<file path="src/sv/polygon_area_perimeter_core_defines.svh">
// ----------------------------------------------------------------------------
// Polygon area and perimeter core: assertion macros
// Shared concurrent assertion forms for the core and its root unit.
// ----------------------------------------------------------------------------
`ifndef POLYGON_AREA_PERIMETER_CORE_DEFINES_SVH
`define POLYGON_AREA_PERIMETER_CORE_DEFINES_SVH

// same-cycle implication
`define PAP_ASSERT(label, clk, rst, ante, cons, msg) \
   label: assert property (@(posedge clk) disable iff (rst) (ante) |-> (cons)) \
      else $error(msg);

// next-cycle implication
`define PAP_ASSERT_NEXT(label, clk, rst, ante, cons, msg) \
   label: assert property (@(posedge clk) disable iff (rst) (ante) |=> (cons)) \
      else $error(msg);

`endif

</file>
<file path="src/sv/pap_pkg.sv">
// ----------------------------------------------------------------------------
// Polygon area and perimeter package
// Field widths, default parameters and sequencer encodings.
// ----------------------------------------------------------------------------
package pap_pkg;

   localparam int VertexWidth        = 16;
   localparam int AreaWidth          = 43;
   localparam int PerimWidth         = 27;
   localparam int SideWidth          = 11;

   localparam int MaxVerticesDefault = 1024;
   localparam int CoordWidthDefault  = 16;

   typedef enum logic [2:0] {
      ST_IDLE,
      ST_MUL,
      ST_SQRT,
      ST_ACC,
      ST_DONE
   } pap_state_type;

   typedef enum logic [2:0] {
      MUL_XY,
      MUL_YX,
      MUL_DXX,
      MUL_DYY,
      MUL_FLUSH
   } pap_step_type;

endpackage

</file>
<file path="src/sv/pap_if.sv">
// ----------------------------------------------------------------------------
// Polygon area and perimeter channels
// Valid/ready channels for vertex requests and area/perimeter responses.
// ----------------------------------------------------------------------------
interface pap_req_if import pap_pkg::*; ();
   logic                          valid;
   logic                          ready;
   logic signed [VertexWidth-1:0] vertex_x;
   logic signed [VertexWidth-1:0] vertex_y;
   logic                          is_last;

   modport source (output valid, output vertex_x, output vertex_y, output is_last,
                   input ready);
   modport sink   (input valid, input vertex_x, input vertex_y, input is_last,
                   output ready);
endinterface

interface pap_rsp_if import pap_pkg::*; ();
   logic                        valid;
   logic                        ready;
   logic signed [AreaWidth-1:0] area;
   logic        [PerimWidth-1:0] perimeter;
   logic        [SideWidth-1:0] side_count;
   logic                        overflow;

   modport source (output valid, output area, output perimeter, output side_count,
                   output overflow, input ready);
   modport sink   (input valid, input area, input perimeter, input side_count,
                   input overflow, output ready);
endinterface

</file>
<file path="src/sv/pap_sqrt.sv">
// ----------------------------------------------------------------------------
// Polygon area and perimeter: integer square root
// Digit-by-digit floor square root, one root bit per cycle.
// ----------------------------------------------------------------------------
`include "polygon_area_perimeter_core_defines.svh"

module pap_sqrt import pap_pkg::*; #(
   parameter int ROOT_WIDTH = CoordWidthDefault + 1
) (
   input  logic                      clock,
   input  logic                      reset,
   input  logic                      start,
   input  logic [2*ROOT_WIDTH-1:0]   radicand,
   output logic                      done,
   output logic [ROOT_WIDTH-1:0]     root
);

   localparam int RadWidth  = 2 * ROOT_WIDTH;
   localparam int IterWidth = $clog2(ROOT_WIDTH);
   localparam logic [IterWidth-1:0] LastIter = IterWidth'(ROOT_WIDTH - 1);

   logic                  busy_ff;
   logic                  done_ff;
   logic [IterWidth-1:0]  iter_ff;
   logic [RadWidth-1:0]   rad_ff;
   logic [ROOT_WIDTH:0]   rem_ff;
   logic [ROOT_WIDTH-1:0] root_ff;

   logic [ROOT_WIDTH+1:0] rem_sh;
   logic [ROOT_WIDTH+1:0] trial;
   logic [ROOT_WIDTH+1:0] diff;
   logic                  ge;
   logic [ROOT_WIDTH:0]   rem_in;
   logic [ROOT_WIDTH-1:0] root_in;
   logic                  launch;

   assign launch = start && !busy_ff;

   always_comb begin
      rem_sh  = {rem_ff[ROOT_WIDTH-1:0], rad_ff[RadWidth-1 -: 2]};
      trial   = {root_ff, 2'b01};
      ge      = (rem_sh >= trial);
      diff    = rem_sh - trial;
      rem_in  = ge ? diff[ROOT_WIDTH:0] : rem_sh[ROOT_WIDTH:0];
      root_in = {root_ff[ROOT_WIDTH-2:0], ge};
   end

   always_ff @(posedge clock) begin
      if (reset) begin
         busy_ff <= 1'b0;
         done_ff <= 1'b0;
         iter_ff <= '0;
      end else begin
         done_ff <= busy_ff && (iter_ff == LastIter);
         if (launch) begin
            busy_ff <= 1'b1;
            iter_ff <= '0;
         end else if (busy_ff) begin
            if (iter_ff == LastIter) begin
               busy_ff <= 1'b0;
            end else begin
               iter_ff <= iter_ff + 1'b1;
            end
         end
      end
   end

   always_ff @(posedge clock) begin
      if (launch) begin
         rad_ff  <= radicand;
         rem_ff  <= '0;
         root_ff <= '0;
      end else if (busy_ff) begin
         rad_ff  <= {rad_ff[RadWidth-3:0], 2'b00};
         rem_ff  <= rem_in;
         root_ff <= root_in;
      end
   end

   assign done = done_ff;
   assign root = root_ff;

   `PAP_ASSERT_NEXT(a_start_busy, clock, reset, launch, busy_ff, "root unit did not start")
   `PAP_ASSERT(a_done_idle, clock, reset, done_ff, !busy_ff, "root done while still busy")
   `PAP_ASSERT_NEXT(a_done_pulse, clock, reset, done_ff, !done_ff, "root done held")
   `PAP_ASSERT(a_iter_bound, clock, reset, busy_ff, iter_ff <= LastIter, "root step overrun")

endmodule

</file>
<file path="src/sv/polygon_area_perimeter_core.sv">
// ----------------------------------------------------------------------------
// Polygon area and perimeter core
// Shoelace area and floor-root perimeter of a polygon, one vertex a transfer.
// ----------------------------------------------------------------------------
// Vertices arrive on req_chan as signed Q.4 x and y with is_last on the final
// one. One result per polygon leaves on rsp_chan: signed area in 1/512 units,
// perimeter in 1/16 units, saturating side count and an overflow flag.
// Each edge runs through one shared multiplier (four products) and one
// bit-serial square root unit. A first vertex that is not last is only stored;
// any other vertex runs the edge from the previous vertex before the core takes
// the next one. The last vertex also does the closing edge; the core is ready
// again in the cycle in which its result becomes valid. A polygon of one vertex
// has only the closing edge.
// req_chan.ready is high only while the core is idle.
// Reset clears the sums, the vertex count and the output valid flag.
// The result sits in an output register; a stalled receiver does not block
// new vertices. Only a further result waits until the register is free.
// ----------------------------------------------------------------------------
`include "polygon_area_perimeter_core_defines.svh"

module polygon_area_perimeter_core import pap_pkg::*; #(
   parameter int MAX_VERTICES = MaxVerticesDefault,
   parameter int COORD_WIDTH  = CoordWidthDefault
) (
   input  logic      clock,
   input  logic      reset,
   pap_req_if.sink   req_chan,
   pap_rsp_if.source rsp_chan
);

   localparam int MulWidth   = COORD_WIDTH + 1;
   localparam int ProdWidth  = 2 * MulWidth;
   localparam int SqWidth    = 2 * COORD_WIDTH + 1;
   localparam int AccWidth   = ((ProdWidth > AreaWidth) ? ProdWidth : AreaWidth) + 1;
   localparam int PsumWidth  = ((MulWidth > PerimWidth) ? MulWidth : PerimWidth) + 1;
   localparam int CountWidth = $clog2(MAX_VERTICES + 1);
   localparam logic [CountWidth-1:0] MaxCount = CountWidth'(MAX_VERTICES);

   pap_state_type state_ff, state_in;
   pap_step_type  step_ff, step_in;
   pap_step_type  p_step_ff;

   logic                          p_vld_ff, p_vld_in;
   logic signed [ProdWidth-1:0]   p_ff;
   logic signed [ProdWidth-1:0]   product;
   logic signed [MulWidth-1:0]    mul_a, mul_b;

   logic signed [COORD_WIDTH-1:0] ax_ff, ay_ff, bx_ff, by_ff;
   logic signed [COORD_WIDTH-1:0] ax_in, ay_in, bx_in, by_in;
   logic signed [MulWidth-1:0]    dx_ff, dy_ff, dx_in, dy_in;
   logic signed [ProdWidth-1:0]   cross_ff, cross_in;
   logic        [SqWidth-1:0]     sq_ff, sq_in;

   logic signed [COORD_WIDTH-1:0] first_x_ff, first_y_ff, prev_x_ff, prev_y_ff;
   logic signed [COORD_WIDTH-1:0] first_x_in, first_y_in, prev_x_in, prev_y_in;
   logic signed [AreaWidth-1:0]   area_sum_ff, area_sum_in;
   logic        [PerimWidth-1:0]  perim_sum_ff, perim_sum_in;
   logic        [CountWidth-1:0]  count_ff, count_in;
   logic                          ovf_ff, ovf_in;
   logic                          last_ff, last_in;
   logic                          closing_ff, closing_in;

   logic                          rsp_valid_ff, rsp_valid_in;
   logic signed [AreaWidth-1:0]   rsp_area_ff;
   logic        [PerimWidth-1:0]  rsp_perim_ff;
   logic        [SideWidth-1:0]   rsp_side_ff;
   logic                          rsp_ovf_ff;
   logic                          rsp_load;
   logic                          out_free;
   logic                          sums_clear;

   logic [COORD_WIDTH+VertexWidth-1:0] x_wide, y_wide;
   logic signed [COORD_WIDTH-1:0]      in_x, in_y;
   logic                               ld_edge;
   logic signed [COORD_WIDTH-1:0]      ld_ax, ld_ay, ld_bx, ld_by;

   logic                          sqrt_start;
   logic                          sqrt_done;
   logic [MulWidth-1:0]           sqrt_root;

   logic [AccWidth-1:0]           area_ext;
   logic [AreaWidth-1:0]          area_sat;
   logic [PsumWidth-1:0]          psum;
   logic [PerimWidth-1:0]         perim_sat;
   logic [CountWidth+SideWidth-1:0] side_wide;

   assign x_wide   = {{COORD_WIDTH{1'b0}}, req_chan.vertex_x};
   assign y_wide   = {{COORD_WIDTH{1'b0}}, req_chan.vertex_y};
   assign in_x     = x_wide[COORD_WIDTH-1:0];
   assign in_y     = y_wide[COORD_WIDTH-1:0];
   assign out_free = !rsp_valid_ff || rsp_chan.ready;
   assign side_wide = {{SideWidth{1'b0}}, count_ff};
   assign sums_clear = (count_ff == '0) && (area_sum_ff == '0) && (perim_sum_ff == '0) &&
                       !ovf_ff;

   assign req_chan.ready      = (state_ff == ST_IDLE);
   assign rsp_chan.valid      = rsp_valid_ff;
   assign rsp_chan.area       = rsp_area_ff;
   assign rsp_chan.perimeter  = rsp_perim_ff;
   assign rsp_chan.side_count = rsp_side_ff;
   assign rsp_chan.overflow   = rsp_ovf_ff;

   // shared multiplier
   always_comb begin
      case (step_ff)
         MUL_XY: begin
            mul_a = {ax_ff[COORD_WIDTH-1], ax_ff};
            mul_b = {by_ff[COORD_WIDTH-1], by_ff};
         end
         MUL_YX: begin
            mul_a = {ay_ff[COORD_WIDTH-1], ay_ff};
            mul_b = {bx_ff[COORD_WIDTH-1], bx_ff};
         end
         MUL_DXX: begin
            mul_a = dx_ff;
            mul_b = dx_ff;
         end
         default: begin
            mul_a = dy_ff;
            mul_b = dy_ff;
         end
      endcase
      product = mul_a * mul_b;
   end

   // saturating accumulators
   always_comb begin
      area_ext = {{(AccWidth-AreaWidth){area_sum_ff[AreaWidth-1]}}, area_sum_ff}
               + {{(AccWidth-ProdWidth){cross_ff[ProdWidth-1]}}, cross_ff};
      if ((area_ext[AccWidth-1:AreaWidth-1] == '0) ||
          (area_ext[AccWidth-1:AreaWidth-1] == '1)) begin
         area_sat = area_ext[AreaWidth-1:0];
      end else if (area_ext[AccWidth-1]) begin
         area_sat = {1'b1, {(AreaWidth-1){1'b0}}};
      end else begin
         area_sat = {1'b0, {(AreaWidth-1){1'b1}}};
      end
      psum = {{(PsumWidth-PerimWidth){1'b0}}, perim_sum_ff}
           + {{(PsumWidth-MulWidth){1'b0}}, sqrt_root};
      if (psum[PsumWidth-1:PerimWidth] == '0) begin
         perim_sat = psum[PerimWidth-1:0];
      end else begin
         perim_sat = '1;
      end
   end

   always_ff @(posedge clock) begin
      if (reset) begin
         state_ff <= ST_IDLE;
      end else begin
         state_ff <= state_in;
      end
   end

   always_comb begin
      state_in     = state_ff;
      step_in      = step_ff;
      p_vld_in     = 1'b0;
      cross_in     = cross_ff;
      sq_in        = sq_ff;
      first_x_in   = first_x_ff;
      first_y_in   = first_y_ff;
      prev_x_in    = prev_x_ff;
      prev_y_in    = prev_y_ff;
      area_sum_in  = area_sum_ff;
      perim_sum_in = perim_sum_ff;
      count_in     = count_ff;
      ovf_in       = ovf_ff;
      last_in      = last_ff;
      closing_in   = closing_ff;
      rsp_valid_in = rsp_valid_ff && !rsp_chan.ready;
      rsp_load     = 1'b0;
      sqrt_start   = 1'b0;
      ld_edge      = 1'b0;
      ld_ax        = in_x;
      ld_ay        = in_y;
      ld_bx        = prev_x_ff;
      ld_by        = prev_y_ff;

      case (state_ff)
         ST_IDLE: begin
            if (req_chan.valid) begin
               prev_x_in = in_x;
               prev_y_in = in_y;
               last_in   = req_chan.is_last;
               if (count_ff < MaxCount) begin
                  count_in = count_ff + 1'b1;
               end else begin
                  ovf_in = 1'b1;
               end
               if (count_ff == '0) begin
                  first_x_in = in_x;
                  first_y_in = in_y;
                  if (req_chan.is_last) begin
                     ld_edge    = 1'b1;
                     ld_bx      = in_x;
                     ld_by      = in_y;
                     closing_in = 1'b1;
                     step_in    = MUL_XY;
                     state_in   = ST_MUL;
                  end
               end else begin
                  ld_edge    = 1'b1;
                  closing_in = 1'b0;
                  step_in    = MUL_XY;
                  state_in   = ST_MUL;
               end
            end
         end
         ST_MUL: begin
            p_vld_in = (step_ff != MUL_FLUSH);
            if (p_vld_ff) begin
               case (p_step_ff)
                  MUL_XY:  cross_in = p_ff;
                  MUL_YX:  cross_in = cross_ff - p_ff;
                  MUL_DXX: sq_in    = p_ff[SqWidth-1:0];
                  MUL_DYY: sq_in    = sq_ff + p_ff[SqWidth-1:0];
                  default: ;
               endcase
            end
            if (step_ff == MUL_FLUSH) begin
               sqrt_start = 1'b1;
               state_in   = ST_SQRT;
            end else begin
               step_in = pap_step_type'(step_ff + 1'b1);
            end
         end
         ST_SQRT: begin
            if (sqrt_done) begin
               state_in = ST_ACC;
            end
         end
         ST_ACC: begin
            area_sum_in  = area_sat;
            perim_sum_in = perim_sat;
            if (last_ff && !closing_ff) begin
               ld_edge    = 1'b1;
               ld_ax      = first_x_ff;
               ld_ay      = first_y_ff;
               closing_in = 1'b1;
               step_in    = MUL_XY;
               state_in   = ST_MUL;
            end else if (last_ff) begin
               state_in = ST_DONE;
            end else begin
               state_in = ST_IDLE;
            end
         end
         ST_DONE: begin
            if (out_free) begin
               rsp_load     = 1'b1;
               rsp_valid_in = 1'b1;
               area_sum_in  = '0;
               perim_sum_in = '0;
               count_in     = '0;
               ovf_in       = 1'b0;
               last_in      = 1'b0;
               closing_in   = 1'b0;
               state_in     = ST_IDLE;
            end
         end
         default: begin
            state_in = ST_IDLE;
         end
      endcase

      ax_in = ax_ff;
      ay_in = ay_ff;
      bx_in = bx_ff;
      by_in = by_ff;
      dx_in = dx_ff;
      dy_in = dy_ff;
      if (ld_edge) begin
         ax_in = ld_ax;
         ay_in = ld_ay;
         bx_in = ld_bx;
         by_in = ld_by;
         dx_in = {ld_ax[COORD_WIDTH-1], ld_ax} - {ld_bx[COORD_WIDTH-1], ld_bx};
         dy_in = {ld_ay[COORD_WIDTH-1], ld_ay} - {ld_by[COORD_WIDTH-1], ld_by};
      end
   end

   always_ff @(posedge clock) begin
      if (reset) begin
         step_ff      <= MUL_XY;
         p_vld_ff     <= 1'b0;
         area_sum_ff  <= '0;
         perim_sum_ff <= '0;
         count_ff     <= '0;
         ovf_ff       <= 1'b0;
         last_ff      <= 1'b0;
         closing_ff   <= 1'b0;
         rsp_valid_ff <= 1'b0;
      end else begin
         step_ff      <= step_in;
         p_vld_ff     <= p_vld_in;
         area_sum_ff  <= area_sum_in;
         perim_sum_ff <= perim_sum_in;
         count_ff     <= count_in;
         ovf_ff       <= ovf_in;
         last_ff      <= last_in;
         closing_ff   <= closing_in;
         rsp_valid_ff <= rsp_valid_in;
      end
   end

   always_ff @(posedge clock) begin
      p_ff       <= product;
      p_step_ff  <= step_ff;
      ax_ff      <= ax_in;
      ay_ff      <= ay_in;
      bx_ff      <= bx_in;
      by_ff      <= by_in;
      dx_ff      <= dx_in;
      dy_ff      <= dy_in;
      cross_ff   <= cross_in;
      sq_ff      <= sq_in;
      first_x_ff <= first_x_in;
      first_y_ff <= first_y_in;
      prev_x_ff  <= prev_x_in;
      prev_y_ff  <= prev_y_in;
      if (rsp_load) begin
         rsp_area_ff  <= area_sum_ff;
         rsp_perim_ff <= perim_sum_ff;
         rsp_side_ff  <= side_wide[SideWidth-1:0];
         rsp_ovf_ff   <= ovf_ff;
      end
   end

   pap_sqrt #(
      .ROOT_WIDTH (MulWidth)
   ) u_sqrt (
      .clock    (clock),
      .reset    (reset),
      .start    (sqrt_start),
      .radicand ({1'b0, sq_in}),
      .done     (sqrt_done),
      .root     (sqrt_root)
   );

   `PAP_ASSERT(a_count_bound, clock, reset, 1'b1, count_ff <= MaxCount, "count past limit")
   `PAP_ASSERT(a_ovf_at_limit, clock, reset, ovf_ff, count_ff == MaxCount, "overflow below limit")
   `PAP_ASSERT_NEXT(a_clear_after_result, clock, reset, rsp_load, sums_clear, "state not cleared")
   `PAP_ASSERT(a_root_in_sqrt, clock, reset, sqrt_done, state_ff == ST_SQRT, "root out of phase")
   `PAP_ASSERT(a_closing_last, clock, reset, closing_ff && state_ff != ST_IDLE, last_ff, "no last")

endmodule
</file>
<file path="src/flat_wrapper.sv">
// flat-port wrapper written by rule: the top's interface ports become plain ports
module polygon_area_perimeter_core_flat import pap_pkg::*;
#(
   parameter int MAX_VERTICES = MaxVerticesDefault,
   parameter int COORD_WIDTH  = CoordWidthDefault
)
  (clock, reset, req_chan_valid, req_chan_vertex_x, req_chan_vertex_y, req_chan_is_last, req_chan_ready, rsp_chan_valid, rsp_chan_area, rsp_chan_perimeter, rsp_chan_side_count, rsp_chan_overflow, rsp_chan_ready);
  pap_req_if req_chan_i ();
  pap_rsp_if rsp_chan_i ();
  input  logic clock;
  input  logic reset;
  input wire logic [$bits(req_chan_i.valid)-1:0] req_chan_valid;
  input wire logic [$bits(req_chan_i.vertex_x)-1:0] req_chan_vertex_x;
  input wire logic [$bits(req_chan_i.vertex_y)-1:0] req_chan_vertex_y;
  input wire logic [$bits(req_chan_i.is_last)-1:0] req_chan_is_last;
  output wire logic [$bits(req_chan_i.ready)-1:0] req_chan_ready;
  output wire logic [$bits(rsp_chan_i.valid)-1:0] rsp_chan_valid;
  output wire logic [$bits(rsp_chan_i.area)-1:0] rsp_chan_area;
  output wire logic [$bits(rsp_chan_i.perimeter)-1:0] rsp_chan_perimeter;
  output wire logic [$bits(rsp_chan_i.side_count)-1:0] rsp_chan_side_count;
  output wire logic [$bits(rsp_chan_i.overflow)-1:0] rsp_chan_overflow;
  input wire logic [$bits(rsp_chan_i.ready)-1:0] rsp_chan_ready;
  assign req_chan_i.valid = req_chan_valid;
  assign req_chan_i.vertex_x = req_chan_vertex_x;
  assign req_chan_i.vertex_y = req_chan_vertex_y;
  assign req_chan_i.is_last = req_chan_is_last;
  assign req_chan_ready = req_chan_i.ready;
  assign rsp_chan_valid = rsp_chan_i.valid;
  assign rsp_chan_area = rsp_chan_i.area;
  assign rsp_chan_perimeter = rsp_chan_i.perimeter;
  assign rsp_chan_side_count = rsp_chan_i.side_count;
  assign rsp_chan_overflow = rsp_chan_i.overflow;
  assign rsp_chan_i.ready = rsp_chan_ready;
  polygon_area_perimeter_core #(.MAX_VERTICES(MAX_VERTICES), .COORD_WIDTH(COORD_WIDTH)) u_core (.clock(clock), .reset(reset), .req_chan(req_chan_i), .rsp_chan(rsp_chan_i));
endmodule
</file>
<file path="config.mk">
export PLATFORM = sky130hd
export DESIGN_NAME = polygon_area_perimeter_core_flat
export DESIGN_NICKNAME = d
export VERILOG_FILES = /design/src/sv/pap_pkg.sv /design/src/sv/pap_if.sv /design/src/sv/pap_sqrt.sv /design/src/sv/polygon_area_perimeter_core.sv /design/src/flat_wrapper.sv
export VERILOG_INCLUDE_DIRS = /design/src /design/src/sv
export SDC_FILE = /design/constraint.sdc
export NUM_CORES = 2
export LEC_CHECK = 0
export ABC_AREA = 1
export BUFFER_PORTS_ARGS = -buffer_cell sky130_fd_sc_hd__clkbuf_2
export CAP_MARGIN = 20
export CORE_ASPECT_RATIO = 0.5
export CORE_UTILIZATION = 60
export CTS_CLUSTER_DIAMETER = 60
export CTS_CLUSTER_SIZE = 24
export DETAILED_ROUTE_END_ITERATION = 7
export PLACE_DENSITY_LB_ADDON = 0.05
export SLEW_MARGIN = 30
export SYNTH_ARGS = -nofsm -noshare
export SYNTH_HDL_FRONTEND = slang
export SYNTH_HIERARCHICAL = 1
export SYNTH_SLANG_ARGS = --single-unit
</file>
<file path="constraint.sdc">
create_clock -name clock -period 9.25 [get_ports clock]
set_input_delay 1.3875 -clock clock [delete_from_list [all_inputs] [get_ports clock]]
set_output_delay 1.3875 -clock clock [all_outputs]
set_load 0.01 [all_outputs]
</file>
# Yosys cells after proc, flatten, opt, wreduce, memory -nomap -nowiden
# Index checks and enable logic that the tools add are counted.
[op_classes]
order_cmp = 2
n_reduce_logical = 34
add_sub_neg = 10
multipliers = 1
shift = 0
muxes = 72
n_eq_ne = 22
bitwise_logic = 2
div_mod_pow = 0
[ops]
columns = ["operator", "n"]
rows = [
  ["16-bit two-way mux", 12],
  ["33-bit two-way mux", 4],
  ["43-bit two-way mux", 3],
  ["17-bit case mux with 3 select lines", 2],
  ["43-bit case mux with 2 select lines", 1],
  ["34-bit case mux with 2 select lines", 1],
  ["33-bit case mux with 2 select lines", 1],
  ["27-bit two-way mux", 2],
  ["27-bit case mux with 2 select lines", 1],
  ["43-bit by 34-bit adder with 44-bit output", 1],
  ["3-bit two-way mux", 13],
  ["17-bit by 17-bit multiplier with 34-bit output", 1],
  ["16-bit by 16-bit subtractor with 17-bit output", 2],
  ["34-bit subtractor", 1],
  ["33-bit adder", 1],
  ["11-bit two-way mux", 3],
  ["27-bit by 17-bit adder with 28-bit output", 1],
  ["11-bit case mux with 2 select lines", 1],
  ["1-bit two-way mux", 21],
  ["19-bit greater-or-equal comparator", 1],
  ["17-bit two-way mux", 1],
  ["17-bit subtractor", 1],
  ["3-bit by 2-bit == test with 1-bit output, second input constant", 5],
  ["3-bit case mux with 5 select lines", 1],
  ["28 further kinds", 62],
]
[totals]
input_bits = 37
mem_count = 0
wordCells = 178
output_inout_bits = 84
reg_bits = 515
ram_bits = 0
latchBits = 0
rom_bits = 0

# Logic depth before layout (Yosys ltp)
[logic_depth]
word_depth = 5
mapped_depth = 36
depth_no_buf = 34

# Modules after synthesis
# Netlist, hierarchy kept.
[by_module_without_submodules]
columns = ["mod", "cells_per_inst", "n_inst", "area_per_inst_um2", "seq_area_each_um2"]
rows = [
  ["polygon_area_perimeter_core", 4626, 1, 37272.0, 11591.1],
  ["pap_sqrt", 546, 1, 4141.5, 1841.8],
]

# Worst setup path before layout
# Ideal clock, no wire load.
[synth_path]
kind = "register to register"
from = "register u_core.step_ff[0]"
to = "register u_core.p_ff[27]"
period_less_slack_ns = 6.734
n_path_buf = 2
setup_ns = 0.117
required_time_ns = 9.133
path_stages_with_launch = 36
setup_slack_ns = 2.516
arrival_time_ns = 6.617
cell_sequence = "dfxtp_1 -> inv_1 -> ha_1 -> nand2_1 -> inv_2 -> nor3_4 -> inv_2 -> buf_2 -> nand4_1 -> o21ai_1 -> inv_1 -> buf_2 -> nand2_1 -> fa_1 -> inv_1 -> fa_1 -> inv_1 -> fa_1 -> inv_1 -> fa_1 -> fa_1 -> inv_1 -> fa_1 -> inv_1 -> ha_1 -> nand2_1 -> nor2_1 -> nand4_1 -> o21ai_1 -> a21boi_0 -> o21ai_1 -> nand2_1 -> inv_1 -> nor2_1 -> nand2_1 -> nand2_1"
[synth_between]
elab_chain_len = 3
word_cells_on_any_way = 6
classes_between = "1 x mul; 2 x eq/ne; 2 x mux; 1 x reduce/logical"
[synth_rtl]
columns = ["item", "line_no", "text"]
rows = [
  ["start, declared", "polygon_area_perimeter_core.sv:40", "pap_step_type step_ff, step_in;"],
  ["start signal, assigned", "polygon_area_perimeter_core.sv:295", "step_ff <= step_in;"],
  ["3-bit by 2-bit == test with 1-bit output, or another cell as far along", "polygon_area_perimeter_core.sv:105", "case (step_ff)"],
  ["17-bit case mux with 3 select lines", "polygon_area_perimeter_core.sv:105", ""],
  ["17-bit by 17-bit multiplier with 34-bit output (*)", "polygon_area_perimeter_core.sv:123", "product = mul_a * mul_b;"],
  ["via u_core.product[27]", "polygon_area_perimeter_core.sv:45", "logic signed [ProdWidth-1:0] product;"],
  ["end signal, assigned", "polygon_area_perimeter_core.sv:308", "p_ff <= product;"],
  ["end, declared", "polygon_area_perimeter_core.sv:44", "logic signed [ProdWidth-1:0] p_ff;"],
]
# The timed path passes the listed nets; every way through them passes the cells marked *.
# A chain may end at the register's enable or synchronous reset.

# Final worst setup path
# Ends and elaborated chain as after synthesis.

==> results.md <==
- DR DRC count: 0
- Fin nets: 5856
- Number of fill cells: 5886
- Routability cong.: 0.984
- Crit Path Max Fanout: 50
- First-pass GRT wire length: 179 mm
- Slowest stage delay, CP: 630 ps
- Initial antenna violation count: 0
- Synth Flop Type: edfxtp_1
- CP top delay family: adder cells
- Sink Count: 515
- WP buf/inv: 10
- Total core area: 67600 µm²
- Hold Path Depth: 0
- Worst R2R Setup Slack: 730 ps
- Inserted Diodes: 0
- Number of global-route vias before repair: 34300
- DRT Pass-1 Iters: 6
- Clk_lat worst skew: 580 ps
- Req. time, crit path: 9720 ps
- Final setup fails: 0
- Largest net degree at the start of global routing: 83
- Syn avg cell area: 8.01 µm²
- GRT Util Overall: 31.9%
- Count leader, synth: nand2_1
- Slew headroom: 37.7%
- Rows: 67
- Drt total wl: 112 mm
- DIE HEIGHT: 188 µm
- Vias per cell: 5.62
- WS Path Type: flip-flop to flip-flop
- FF-to-FF path depth: 33
- Slowest CP cell: a31oi_1
- Final Cycle Share: 92.1%
- Net Count, Synth: 5780
- Setup TNS: 0 ps
- Gate Count Post-Synth: 5172
- Top cell type's share of synthesized area: 22.6%
- Crit path time final: 8520 ps
- Post-synth top area cell: edfxtp_1
- Crit path DAT: 8990 ps
- Seq/Total Area, Yosys: 32.4%
- Run status: complete, no violations
- Final Max Tran Viols: 0
- Max Cap Viol: 0
- R2R Path End: u_core/p_ff[27]
- ANT nets after route: 0
- Drt first-iter violations: 2794
- Synth top cells by count: 1361 x nand2_1, 859 x inv_1, 416 x nor2_1, 312 x edfxtp_1, 302 x fa_1
- H-tree levels: 2
- DIE AREA: 70100 µm²
- Final Hold Vio Count: 0
- Drt wl/cell: 18.2 µm
- Clock slew at reported path FFs: 80 ps
- Layout cells sized above 1: 6.87%
- Worst Setup Start Kind: flip-flop
- Hold WS: 384 ps
- Crit. End Element: flip-flop
- FF+latch count, synth: 515
- Slew @ Worst Pin: 934 ps
- Post-synth ARST share: 0%
- Post-synth EDFFs: 312
- Clock Skew: 24.9 ps
- WHS Endpoint: u_core/p_step_ff[2]
- Post-Syn Area: 41400 µm²
- Max Fclk: 117 MHz
- GRT overflow: 0
- Area growth, synth to finish: 6.51%
- Hold Startpoint: u_core/step_ff[2]
- Port bufs: 120
- Synth top area cells: edfxtp_1 23%, fa_1 15%, nand2_1 12%
- Routed vias: 34700
- Initial Util: 61.3%
- Hpwl dp: 89.5 mm
- Clock buffer depth: 3
- Synth cell types: 63
- Cts hold-fix bufs: 0
- Crit-path most repeated cell: inv_1
- CTS Buf Count: 35
- R2r startpoint: u_core/step_ff[0]
- HP Class: flip-flop to flip-flop
- Die Span X: 374 µm
- CTS tree: built
- Unrepaired setup endpoints after global routing: false
- YS warnings: 6
- Root Driver: clkbuf_16
- Ports: 121
==> routing by layer <==
metal  GRT usage, %  routed length, µm  vias to the layer above
met1           43.3              49700                    16600
met3           5.06               7550                      183
met2           53.4              51900                     1184
met4           8.23               2860                        0
met5              0                  0                        -
li1               -                  -                    16700
==> kinds of logic after synthesis <==
group,after synthesis,synth area share [%]
adder cells (fa/ha/maj),571,22.7
XOR/XNOR,125,2.64
flip-flops,515,32.4
buffers and inverters,996,9.40
AND/OR/NAND/NOR,2192,21.8
AO/OA/AOI/OAI,772,10.9
other,1,0.00906
==> cell usage in the layout, fill, tap and decap left out, drive strengths merged, types with 4 or more instances in the layout <==
cell type,instances
a221oi,6
a22o,15
buf,34
fa,302
a21o,19
inv,887
nand2,1380
a22oi,4
xnor2,63
nor4,11
and2,6
a31oi,23
or2,18
nand3,221
o22ai,32
o211ai,11
nand3b,13
o21a,14
o21ai,276
a21boi,10
xor2,62
nand4,55
edfxtp,312
nor3,49
a211oi,7
ha,269
clkbuf,164
dfxtp,203
a21oi,315
nor2,432
o21bai,32
clkinv,11
==> state kept, by name, indices dropped and copies added (netlist names), 27 cells and up <==
name	cells
u_core/area_sum_ff	43
u_core/cross_ff	34
u_core/p_ff	34
u_core/perim_sum_ff	27
u_core/rsp_chan.area	43
u_core/rsp_chan.perimeter	27
u_core/sq_ff	33
u_core/u_sqrt/rad_ff	34
==> area by class of cell <==
class / instances / area [µm²] / share of cell area (%)
Clock buffer: 45 / 955 / 2.16
Clock inverter: 16 / 241 / 0.547
Inverter: 882 / 3320 / 7.52
Multi-Input combinational cell: 3661 / 24200 / 54.8
Sequential cell: 515 / 13400 / 30.5
Tap cell: 897 / 1120 / 2.54
Timing Repair Buffer: 153 / 887 / 2.01
==> worst reg2reg max path: cells and delay by family, from the launching register on <==
family	cells	cell delay (ps)
simple gates	9	900
buf+inv	10	1880
fa+ha+maj	8	3390
compound gates	6	1890
flops	1	360
==> worst max path at each step <==
stage	from	end	slack (ps)	cells after the start
final	u_core/step_ff[0]	u_core/p_ff[27]	730	33
after floorplan	u_core/step_ff[0]	u_core/p_ff[27]	2520	35
after global routing	u_core/step_ff[0]	u_core/p_ff[27]	190	31
after CTS	u_core/step_ff[0]	u_core/p_ff[27]	460	34
after detailed placement	u_core/step_ff[0]	u_core/p_ff[27]	480	29
after global placement	u_core/step_ff[0]	u_core/p_ff[27]	430	29
==> what timing repair did <==
item,CTS,global route
resized for setup,0,4
endpoints found under the setup margin,0,9
buffers inserted,0,0
==> metrics by stage <==
| step | utilization, % | std cells | instance area, µm² | setup slack [ps] |
|---|---|---|---|---|
| 2_1_floorplan | - | 5172 | 41400 | 2520 |
| 3_3_place_gp | 63.4 | 6106 | 42800 | 429 |
| 3_5_place_dp | 63.4 | 6107 | 42900 | 482 |
| 4_1_cts | 65.2 | 6168 | 44100 | 460 |
| 5_1_grt | 65.3 | 6169 | 44100 | 186 |
| 6_report | 65.3 | 6169 | 44100 | 728 |
Power is left out: the tool's default activity adds up to more than one toggle a clock period on the data nets, which glitch-free logic cannot reach.
